<file path="config.mk">
export PLATFORM = sky130hd
export DESIGN_NAME = isl_cell
export DESIGN_NICKNAME = d
export VERILOG_FILES = /design/src/sv/isl_pkg.sv /design/src/sv/isl_cell.sv
export SDC_FILE = /design/constraint.sdc
export NUM_CORES = 1
export LEC_CHECK = 0
export BUFFER_PORTS_ARGS = -buffer_cell sky130_fd_sc_hd__buf_2
export CORE_ASPECT_RATIO = 0.9
export CORE_MARGIN = 3
export CORE_UTILIZATION = 43
export DETAILED_ROUTE_END_ITERATION = 10
export PLACE_DENSITY = 0.85
export SLEW_MARGIN = 20
export SYNTH_ARGS = -nofsm -noshare
export SYNTH_HDL_FRONTEND = slang
export SYNTH_SLANG_ARGS = --single-unit
</file>
<file path="constraint.sdc">
create_clock -name clock -period 3.05 [get_ports clock]
set_input_delay 0.1525 -clock clock [delete_from_list [all_inputs] [get_ports clock]]
set_output_delay 0.1525 -clock clock [all_outputs]
set_load 0.03 [all_outputs]
</file>
<file path="src/sv/isl_pkg.sv">
// ----------------------------------------------------------------------------
// isl_pkg
// Shared types and codes for the indexed stack list: request and status
// codes, the per-cell command kinds and the command word broadcast to cells.
// ----------------------------------------------------------------------------
package isl_pkg;

   localparam int WORD_W    = 32;
   localparam int DEPTH_DEF = 64;

   localparam logic [2:0] REQ_PUSH   = 3'd0;
   localparam logic [2:0] REQ_POP    = 3'd1;
   localparam logic [2:0] REQ_GET    = 3'd2;
   localparam logic [2:0] REQ_SET    = 3'd3;
   localparam logic [2:0] REQ_INSERT = 3'd4;
   localparam logic [2:0] REQ_REMOVE = 3'd5;
   localparam logic [2:0] REQ_CLEAR  = 3'd6;

   localparam logic [1:0] ST_OK    = 2'd0;
   localparam logic [1:0] ST_FULL  = 2'd1;
   localparam logic [1:0] ST_EMPTY = 2'd2;
   localparam logic [1:0] ST_RANGE = 2'd3;

   typedef enum logic [1:0] {
      CMD_HOLD  = 2'd0,
      CMD_WRITE = 2'd1,
      CMD_INS   = 2'd2,
      CMD_DEL   = 2'd3
   } cmd_kind_type;

   typedef struct packed {
      cmd_kind_type        kind;
      logic [WORD_W-1:0]   word;
   } cell_cmd_type;

endpackage

</file>
<file path="src/sv/isl_cell.sv">
// ----------------------------------------------------------------------------
// isl_cell
// One storage cell of the list. It holds one word and, on each command,
// keeps it, takes the new word, or takes the word of its lower or upper
// neighbor. It also drives its word onto the read bus when addressed.
// ----------------------------------------------------------------------------
module isl_cell
   import isl_pkg::*;
#(
   parameter int DEPTH = DEPTH_DEF,
   parameter int IDX   = 0,
   localparam int POS_W = $clog2(DEPTH)
) (
   input  logic                clock,
   input  cell_cmd_type        cmd,
   input  logic [POS_W-1:0]    wr_index,
   input  logic [POS_W-1:0]    rd_index,
   input  logic [WORD_W-1:0]   lower_word,
   input  logic [WORD_W-1:0]   upper_word,
   output logic [WORD_W-1:0]   word,
   output logic [WORD_W-1:0]   rd_word
);

   localparam logic [POS_W-1:0] MY_IDX = POS_W'(IDX);

   logic [WORD_W-1:0] word_ff;
   logic [WORD_W-1:0] word_in;

   always_comb begin
      word_in = word_ff;
      unique case (cmd.kind)
         CMD_HOLD: begin
            word_in = word_ff;
         end
         CMD_WRITE: begin
            if (MY_IDX == wr_index) begin
               word_in = cmd.word;
            end
         end
         CMD_INS: begin
            if (MY_IDX == wr_index) begin
               word_in = cmd.word;
            end else if (MY_IDX > wr_index) begin
               word_in = lower_word;
            end
         end
         CMD_DEL: begin
            if (MY_IDX >= wr_index) begin
               word_in = upper_word;
            end
         end
         default: begin
            word_in = word_ff;
         end
      endcase
   end

   always_ff @(posedge clock) begin
      word_ff <= word_in;
   end

   assign word    = word_ff;
   assign rd_word = (MY_IDX == rd_index) ? word_ff : '0;

endmodule

</file>
==> results of run 1 <==
## cells in the final DEF (no fill, tap or decap)
| cell type | n |
|---|---|
| sky130_fd_sc_hd__a2111oi_0 | 32 |
| sky130_fd_sc_hd__a21o_1 | 1 |
| sky130_fd_sc_hd__a221oi_1 | 32 |
| sky130_fd_sc_hd__and2_1 | 32 |
| sky130_fd_sc_hd__buf_2 | 174 |
| sky130_fd_sc_hd__buf_4 | 8 |
| sky130_fd_sc_hd__clkbuf_1 | 2 |
| sky130_fd_sc_hd__clkbuf_8 | 5 |
| sky130_fd_sc_hd__clkinv_1 | 1 |
| sky130_fd_sc_hd__edfxtp_1 | 32 |
| sky130_fd_sc_hd__inv_1 | 33 |
| sky130_fd_sc_hd__nor2_2 | 1 |
| sky130_fd_sc_hd__nor2b_1 | 32 |
| sky130_fd_sc_hd__nor3_1 | 1 |
| sky130_fd_sc_hd__nor3_4 | 1 |
| sky130_fd_sc_hd__nor4_4 | 1 |
| sky130_fd_sc_hd__o211a_1 | 1 |
| sky130_fd_sc_hd__or4_4 | 1 |
## power breakdown
| part | leakage, nW | internal [W] | switching [W] |
|---|---|---|---|
| Combinational | 1.23 | 0.000100 | 0.000108 |
| Sequential | 0.300 | 0.000494 | 0.00000195 |
| Clock | 0.0399 | 0.000159 | 0.000143 |
## metal layers
| metal | wire, µm | global-route usage | vias to the layer above |
|---|---|---|---|
| li1 | - | - | 1181 |
| met1 | 2730 | 0.271 | 1171 |
| met2 | 3870 | 0.416 | 130 |
| met3 | 629 | 0.0407 | 14 |
| met4 | 139 | 0.0830 | 0 |
| met5 | 0 | 0 | - |
## cell type report
class / count / area [µm²]
clock buffers: 7 / 76.3
clock inverters: 1 / 3.75
fillers: 428 / 1740
inverters: 33 / 124
multi-input cells: 135 / 1040
flip-flops and latches: 32 / 961
well taps: 65 / 81.3
repair buffers: 182 / 931
## worst min-delay path by stage
| stage | end | slack [ps] |
|---|---|---|
| 6_report | word[23] | 250 |
| 5_1_grt | word[15] | 250 |
| 4_1_cts | word[23] | 240 |
| 3_5_place_dp | word[23] | 530 |
| 3_3_place_gp | word[15] | 530 |
| 2_1_floorplan | word[13] | 420 |
## Yosys cell counts, drive strengths merged
cell	instances
edfxtp	32
or4	1
and2	32
nor2b	32
nor4	1
buf	12
clkbuf	14
nor2	1
nor3	2
inv	33
o211a	1
a21o	1
a221oi	32
a2111oi	32
## critical path: cells and delay by family
family	cells	cell delay [ps]
AND/OR/NAND/NOR	3	1490
buffers and inverters	2	300
## logic make-up after synthesis
kind of cell | Yosys count
flip-flops | 32
buffers and inverters | 59
AND/OR/NAND/NOR | 69
AO/OA/AOI/OAI | 66
## metrics by stage
step | power (W) | util | worst slack (ps) | instance area [µm²]
6_report | 0.00101 | 0.649 | 944 | 3220
5_1_grt | 0.00106 | 0.649 | 776 | 3220
4_1_cts | 0.00101 | 0.649 | 933 | 3220
3_5_place_dp | 0.000713 | 0.633 | 835 | 3140
3_3_place_gp | 0.000706 | 0.633 | 943 | 3140
2_1_floorplan | 0.000614 | - | 1200 | 2250
==> metrics.log, run 1 <==
INFO  metric min_delay_path_depth = 3
INFO  metric cts_hold_bufs = 0
INFO  metric number_of_flip_flops_in_the_largest_register = 32
INFO  metric inserted_clock_buffers = 5
INFO  metric fp.dieW = around 80 µm
INFO  metric die_area = between 6000 and 7000 µm²
INFO  metric synth_compound_gate_area_share = 0.257
INFO  metric detailed_place_hpwl = ~5500 µm
INFO  metric crit_path_end = rd_word[27]
INFO  metric cts.htree.levels = 2
INFO  metric worst_hold_slack = around 250 ps
INFO  metric cts_tree = built
INFO  metric ant_cells = 0
INFO  metric grt_max_degree = 41
INFO  metric timing.final.max_slew_violations = 0
INFO  metric postCtsSetupRepairBufs = 0
INFO  metric cp_slowest_cell = sky130_fd_sc_hd__nor3_4
INFO  metric power.density_cell_area = between 300 and 400 nW/µm²
INFO  metric worst_hold_path_type = input pin to flip-flop
INFO  metric synth.lib_cells_used.distinct = 17
INFO  metric ys.warnings.count = 0
INFO  metric syn_area = approximately 2200 µm²
INFO  metric postRouteWirelength = between 7000 and 8000 µm
INFO  metric tightest_slew = around 1100 ps
INFO  metric timing.critical_path.slowest_cell_delay = about 730 ps
INFO  metric highest_clock_rate = approximately 470 MHz
INFO  metric master_cell_of_the_clock_root_buffer = sky130_fd_sc_hd__clkbuf_8
INFO  metric routedWlPerCell = between 15 and 20 µm
INFO  metric synthesized_nets = between 300 and 400
INFO  metric worst_path_most_repeated_cell = sky130_fd_sc_hd__buf_2
INFO  metric cp_startpoint = rd_index[3]
INFO  metric drcViolationCount = 0
INFO  metric finalWorstPathRequiredPeriod = roughly 2100 ps
INFO  metric synth_top_family_by_area = compound AO/OA/AOI/OAI gates
INFO  metric core.rowCount = 24
INFO  metric layout-drive-gt1-share = 0.490
INFO  metric drt_first_iter_violations = 103
INFO  metric fraction_of_the_yosys_area_taken_by_sequential_cells = 0.427
INFO  metric timing.max_cap.violations = 0
INFO  metric cp-end-kind = output port
INFO  metric leakagePower = approximately 1.6 nW
INFO  metric floorplan.die.height = between 70 and 80 µm
INFO  metric stdcell_count = approximately 460
INFO  metric cts_repair_resize_count = 0
INFO  metric synth.top_cell.area_share = 0.427
INFO  metric placed_cells_incl_taps = between 400 and 500
INFO  metric hold_start = cmd[23]
INFO  metric worst-path-max-fanout = 32
INFO  metric coreArea = around 5000 µm²
INFO  metric vdd_ir_drop_max = between 0.2 and 0.25 mV
INFO  metric yosysTopAreaCell = sky130_fd_sc_hd__edfxtp_1
INFO  metric drt_pass1_iterations = 4
INFO  metric muxShareOfSynthArea = 0
INFO  metric cts_max_path_buffers = 2
INFO  metric drt.antenna.violating_nets = 0
INFO  metric synth_top_cells_by_area = sky130_fd_sc_hd__edfxtp_1 (43%), sky130_fd_sc_hd__a2111oi_0 (12%), sky130_fd_sc_hd__a221oi_1 (12%)
INFO  metric tritoncts_num_sinks = 32
INFO  metric syn_inst = roughly 230
INFO  metric globalRouteTotalUtil = 0.230
INFO  metric antenna_violations_before_repair = 0
INFO  metric timing.critical_path.cells = buf_2 > or4_4 > nor3_4 > and2_1 > buf_2
INFO  metric numPortBuffers = roughly 170
INFO  metric synthXorXnorAreaFrac = 0
INFO  metric rsz_0062_raised_after_global_routing = false
INFO  metric critical_path.startpoint_type = input pin
INFO  metric crit_arrival = between 1500 and 2000 ps
INFO  metric drt-vias-per-instance = 5.49
INFO  metric final_hold_viol_count = 0
INFO  metric final-setup-viol-count = 0
INFO  metric gpl.final_weighted_congestion = about 0.80
INFO  metric grt_overflow = 0
INFO  metric avgSynthCellArea = 9.95 µm²
INFO  metric grt_first_pass_wirelength = 10700 µm
INFO  metric final_min_period_over_clock_period = 0.691
INFO  metric setup_total_negative_slack = 0 ps
INFO  metric nNetsFinal = 500
INFO  metric boundaryPins = 175
INFO  metric clkSlewWorstSetupHoldPaths = 60 ps
INFO  metric signed_area_change_from_the_synthesized_netlist_to_the_final_layout = 42.9%
INFO  metric floorplan.initialDensity = 0.454
INFO  metric timing_worst_setup_path_type = input pin to output port
INFO  metric maxSlewHeadroom = 0.292
INFO  metric synth-adder-area-share = 0
INFO  metric outcome = completed
INFO  metric synth-simple-area-share = 0.204
INFO  metric routed-via-count = approximately 2500
INFO  metric timing.critical_path.required = a little under 3000 ps
INFO  metric synth.ff_latch_count = 32
INFO  metric via_count_of_the_first_global_routing_pass = roughly 2300
Power figures use the tool's default switching activity.
==> run 2, diff against run 1 <==
Settings changed: CORE_UTILIZATION 43 to 40, PLACE_DENSITY 0.85 to 0.8.
Clock period 3.05 ns to 1.95 ns, I/O delays scaled along.
==> run 2 against run 1 <==
Compared with the run above: wire length increased by 0.42%; global-route usage decreased by 1.2 points; clock power increased by 53%; largest cell class unchanged.
==> metrics.log, run 2 (same netlist as run 1, synthesis figures left out) <==
INFO  metric die_area = ~6600 µm²
INFO  metric floorplan.die.height = 77.1 µm
INFO  metric final_hold_viol_count = 0
INFO  metric drt.antenna.violating_nets = 0
INFO  metric cts_hold_bufs = 0
INFO  metric crit_arrival = 1500 ps
INFO  metric postCtsSetupRepairBufs = 0
INFO  metric cts_tree = built
INFO  metric worst-path-max-fanout = 32
INFO  metric core.rowCount = 25
INFO  metric detailed_place_hpwl = 5590 µm
INFO  metric finalWorstPathRequiredPeriod = between 1500 and 2000 ps
INFO  metric maxSlewHeadroom = 0.559
INFO  metric cp-end-kind = output port
INFO  metric setup_total_negative_slack = 0 ps
INFO  metric critical_path.startpoint_type = input pin
INFO  metric globalRouteTotalUtil = 0.218
INFO  metric cpLargestDelayFamily = simple AND/OR/NAND/NOR gates
INFO  metric worst_hold_path_type = input pin to flip-flop
INFO  metric antenna_violations_before_repair = 0
INFO  metric number_of_flip_flops_in_the_largest_register = 32
INFO  metric nNetsFinal = slightly above 500
INFO  metric highest_clock_rate = 625 MHz
INFO  metric vdd_ir_drop_max = 0.256 mV
INFO  metric gpl.final_weighted_congestion = roughly 0.85
INFO  metric grt_first_pass_wirelength = around 11000 µm
INFO  metric timing.critical_path.required = 1850 ps
INFO  metric rsz_0062_raised_after_global_routing = false
INFO  metric timing_worst_setup_path_type = input pin to output port
INFO  metric final_common_cell = sky130_fd_sc_hd__buf_2
INFO  metric timing.final.max_slew_violations = 0
INFO  metric final_min_period_over_clock_period = 0.820
INFO  metric cts_repair_resize_count = 0
INFO  metric tritoncts_num_sinks = 32
INFO  metric drt_first_iter_violations = 190
INFO  metric leakagePower = around 1.6 nW
INFO  metric coreArea = ~5300 µm²
INFO  metric outcome = completed
INFO  metric clkSlewWorstSetupHoldPaths = roughly 60 ps
INFO  metric cts_max_path_buffers = 2
INFO  metric grt_overflow = 0
INFO  metric cts.htree.levels = 2
INFO  metric layout-drive-gt1-share = 0.499
INFO  metric tightest_slew = 645 ps
INFO  metric postRouteWirelength = about 7400 µm
INFO  metric cp_slowest_cell = sky130_fd_sc_hd__or4_4
INFO  metric finalCoreUtilization = 0.609
INFO  metric boundaryPins = around 180
INFO  metric timing.critical_path.cells = buf_2 > or4_4 > nor3_4 > buf_4 > and2_1 > buf_2
INFO  metric routedWlPerCell = 16.0 µm
INFO  metric final_cell_mix = sky130_fd_sc_hd__buf_2 (174), sky130_fd_sc_hd__inv_1 (33)
INFO  metric cp.buffers_inverters = 3
INFO  metric via_count_of_the_first_global_routing_pass = 2376
INFO  metric drcViolationCount = 0
INFO  metric power.density_cell_area = between 400 and 500 nW/µm²
INFO  metric timing.critical_path.slowest_cell_delay = 540 ps
INFO  metric floorplan.initialDensity = 0.421
INFO  metric numPortBuffers = around 170
INFO  metric routed-via-count = ~2500
INFO  metric ant_cells = 0
INFO  metric inserted_clock_buffers = 5
INFO  metric fp.dieW = 85.1 µm
INFO  metric signed_area_change_from_the_synthesized_netlist_to_the_final_layout = 44.9%
INFO  metric final-setup-viol-count = 0
INFO  metric drt-vias-per-instance = approximately 5.3
INFO  metric grt_max_degree = 41
INFO  metric drt_pass1_iterations = 4
INFO  metric master_cell_of_the_clock_root_buffer = sky130_fd_sc_hd__clkbuf_8
INFO  metric worst_path_most_repeated_cell = sky130_fd_sc_hd__buf_2
INFO  metric timing.max_cap.violations = 0
run 2: layer usage:
layer,wire (µm),vias up,global-route usage
met4,52,0,0.0475
met2,3890,130,0.394
met5,0,-,0
li1,-,1193,-
met3,615,4,0.0451
met1,2850,1125,0.263
run 2: final cells by class:
class                      instances  area [µm²]
fill                             473        2090
clock buffer                       5        68.8
tap                               67        83.8
sequential                        32         961
timing repair buffer             188         976
clock inverter                     2        7.51
inverter                          33         124
multi-input combinational        135        1040
run 2: worst min-delay path, stage by stage:
cell and delay, ps:
sky130_fd_sc_hd__buf_2 90, sky130_fd_sc_hd__inv_1 40, sky130_fd_sc_hd__a221oi_1 60
run 2: final timing paths:
path / from / end / slack, ps / cells past startpoint
worst max-delay path: rd_index[3] / rd_word[8] / 350 / 6
worst min-delay path: cmd[20] / word[20] / 190 / 3
run 2: metrics by stage:
stage / hold slack, ps / setup WS, ps / area [µm²] / power [W] / std cells
5_1_grt: 191 / 236 / 3260 / 0.00165 / 462
4_1_cts: 188 / 338 / 3260 / 0.00158 / 462
6_report: 192 / 351 / 3260 / 0.00157 / 462
3_3_place_gp: 478 / 383 / 3180 / 0.00112 / 455
2_1_floorplan: 367 / 154 / 2250 / 0.000960 / 226
3_5_place_dp: 482 / 339 / 3180 / 0.00113 / 455
run 2: power by group:
group | internal, W | total (W) | switching, W
combinational | 0.000164 | 0.000337 | 0.000173
clock | 0.000235 | 0.000461 | 0.000226
sequential | 0.000773 | 0.000776 | 0.00000283
total | 0.00117 | 0.00157 | 0.000402
==> run 3, diff against run 2 <==
Settings changed: CORE_UTILIZATION 40 to 36, PLACE_DENSITY 0.8 to 0.76.
Clock period 1.95 ns to 1.29 ns, I/O delays scaled along.
==> run 3 against run 2 <==
Compared with the run above: the flow now finishes with violations (setup timing); critical path depth stayed put; non-clock buffer count rose by 2; power rose by 69%; clock power is 100% higher; count of clock-buffer cells in the layout is 1 higher; cell area up 12%; cell count increased by 1.3%; wire length is 8.7% higher; largest cell class is now non-clock buffers; largest power group unchanged; highest routed layer unchanged.
==> metrics.log, run 3 (same netlist as run 1, synthesis figures left out) <==
INFO  metric outcome = complete, but fails checks
INFO  metric failed_checks = setup timing
INFO  metric cp-end-kind = output port
INFO  metric combinational_share_of_power = 0.206
INFO  metric layout-drive-gt1-share = 0.583
INFO  metric globalRouteTotalUtil = 0.214
INFO  metric cts_repair_resize_count = between 60 and 70
INFO  metric grt_overflow = 0
INFO  metric crit_arrival = 1370 ps
INFO  metric postCtsSetupRepairBufs = 0
INFO  metric detailed_place_hpwl = between 6000 and 7000 µm
INFO  metric floorplan.die.height = just over 80 µm
INFO  metric drt-vias-per-instance = 5.43
INFO  metric worst-path-max-fanout = 32
INFO  metric cts_max_path_buffers = 2
INFO  metric finalWorstPathRequiredPeriod = 1430 ps
INFO  metric timing.max_cap.violations = 0
INFO  metric grt_first_pass_wirelength = roughly 12000 µm
INFO  metric timing_worst_setup_path_type = input pin to output port
INFO  metric drt.antenna.violating_nets = 0
INFO  metric cts_tree = built
INFO  metric final_min_period_over_clock_period = 1.11
INFO  metric core.rowCount = 26
INFO  metric timing.critical_path.cells = buf_2 > or4_4 > nor3_4 > buf_12 > and2_2 > buf_6
INFO  metric timing.critical_path.required = around 1200 ps
INFO  metric coreArea = around 5900 µm²
INFO  metric min_delay_path_depth = 3
INFO  metric numPortBuffers = roughly 170
INFO  metric p_clk_frac = 0.353
INFO  metric setup_slack = -141 ps
INFO  metric leakagePower = approximately 1.7 nW
INFO  metric drcViolationCount = 0
INFO  metric switchingPower = around 0.00064 W
INFO  metric num-fill-cells = 499
INFO  metric cp_slowest_cell = sky130_fd_sc_hd__or4_4
INFO  metric grt_max_degree = 34
INFO  metric tightest_slew = roughly 540 ps
INFO  metric cts_hold_bufs = 0
INFO  metric die_area = 7230 µm²
INFO  metric tritoncts_num_sinks = 32
INFO  metric gpl.final_weighted_congestion = approximately 0.87
INFO  metric master_cell_of_the_clock_root_buffer = sky130_fd_sc_hd__clkbuf_8
INFO  metric cp_startpoint = rd_index[3]
INFO  metric routed-via-count = approximately 2500
INFO  metric finalCoreUtilization = 0.623
INFO  metric final-setup-viol-count = 32
INFO  metric final_cell_mix = sky130_fd_sc_hd__buf_2 (142), sky130_fd_sc_hd__inv_1 (33), sky130_fd_sc_hd__buf_6 (33)
INFO  metric signed_area_change_from_the_synthesized_netlist_to_the_final_layout = 62.1%
INFO  metric antenna_violations_before_repair = 0
INFO  metric number_of_flip_flops_in_the_largest_register = 32
INFO  metric vdd_ir_drop_max = around 0.39 mV
INFO  metric switching_share = 0.242
INFO  metric setup_total_negative_slack = -3760 ps
INFO  metric final_hold_viol_count = 0
INFO  metric clkSlewWorstSetupHoldPaths = 70 ps
INFO  metric postRouteWirelength = 8040 µm
INFO  metric inserted_clock_buffers = 5
INFO  metric drt_first_iter_violations = around 120
INFO  metric rsz_0062_raised_after_global_routing = true
INFO  metric ant_cells = 0
INFO  metric report.power.total = 0.00266 W
INFO  metric drt_pass1_iterations = 4
INFO  metric hold_start = cmd[23]
INFO  metric internal_power = 0.00202 W
INFO  metric hold-path-endpoint = word[23]
INFO  metric share_seq_of_total_power = 0.441
INFO  metric highest_clock_rate = approximately 700 MHz
INFO  metric nNetsFinal = between 500 and 600
INFO  metric floorplan.initialDensity = 0.384
INFO  metric fp.dieW = slightly below 90 µm
INFO  metric via_count_of_the_first_global_routing_pass = approximately 2500
INFO  metric cts.htree.levels = 2
INFO  metric boundaryPins = about 180
INFO  metric worst_hold_path_type = input pin to flip-flop
INFO  metric routedWlPerCell = around 17 µm
INFO  metric power.density_cell_area = 729 nW/µm²
INFO  metric timing.final.max_slew_violations = 0
INFO  metric final_common_cell = sky130_fd_sc_hd__buf_2
INFO  metric critical_path.startpoint_type = input pin
INFO  metric worst_hold_slack = roughly 170 ps
INFO  metric maxSlewHeadroom = 0.629
INFO  metric timing.critical_path.slowest_cell_delay = about 530 ps
==> run 3: through the flow <==
step,instances,area (µm²),worst slack (ps)
2_1_floorplan,226,2300,-35.6
3_3_place_gp,460,3330,-145
3_5_place_dp,460,3330,-207
4_1_cts,468,3640,-149
5_1_grt,468,3650,-195
6_report,468,3650,-141
==> run 3: layout make-up <==
class | instances | area [µm²] | share of cell area
Clock inverter | 2 | 35.0 | 0.00961
Multi-Input combinational cell | 135 | 1080 | 0.297
Tap cell | 70 | 87.6 | 0.0240
Inverter | 33 | 124 | 0.0340
Timing Repair Buffer | 190 | 1280 | 0.352
Clock buffer | 6 | 72.6 | 0.0199
Sequential cell | 32 | 961 | 0.264
==> run 3: metal layers <==
metal  vias to the layer above  global-route usage  routed length (µm)
met5                         -                   0                   0
met4                         0              0.0729                 134
met3                        15              0.0426                 687
met2                       144               0.401                4370
met1                      1182               0.239                2850
li1                       1198                   -                   -
==> run 3: how the worst max path moves through the flow <==
stage	slack, ps	to
after floorplan	-40	word[0]
after global placement	-150	rd_word[11]
after detailed placement	-210	word[13]
after CTS	-150	rd_word[11]
after global routing	-200	rd_word[14]
final	-140	rd_word[14]
==> run 3: power by group through the flow <==
stage	registers [W]	clock network [W]	logic, W
after floorplan	0.00121	0	0.000240
after global placement	0.00119	0	0.000523
after detailed placement	0.00119	0	0.000537
after CTS	0.00117	0.000970	0.000543
after global routing	0.00117	0.00103	0.000595
final	0.00117	0.000939	0.000547
==> run 3: critical path, delay by kind of cell <==
family | cells | cell delay [ps]
and+or+nand+nor | 3 | 870
buffers and inverters | 3 | 420
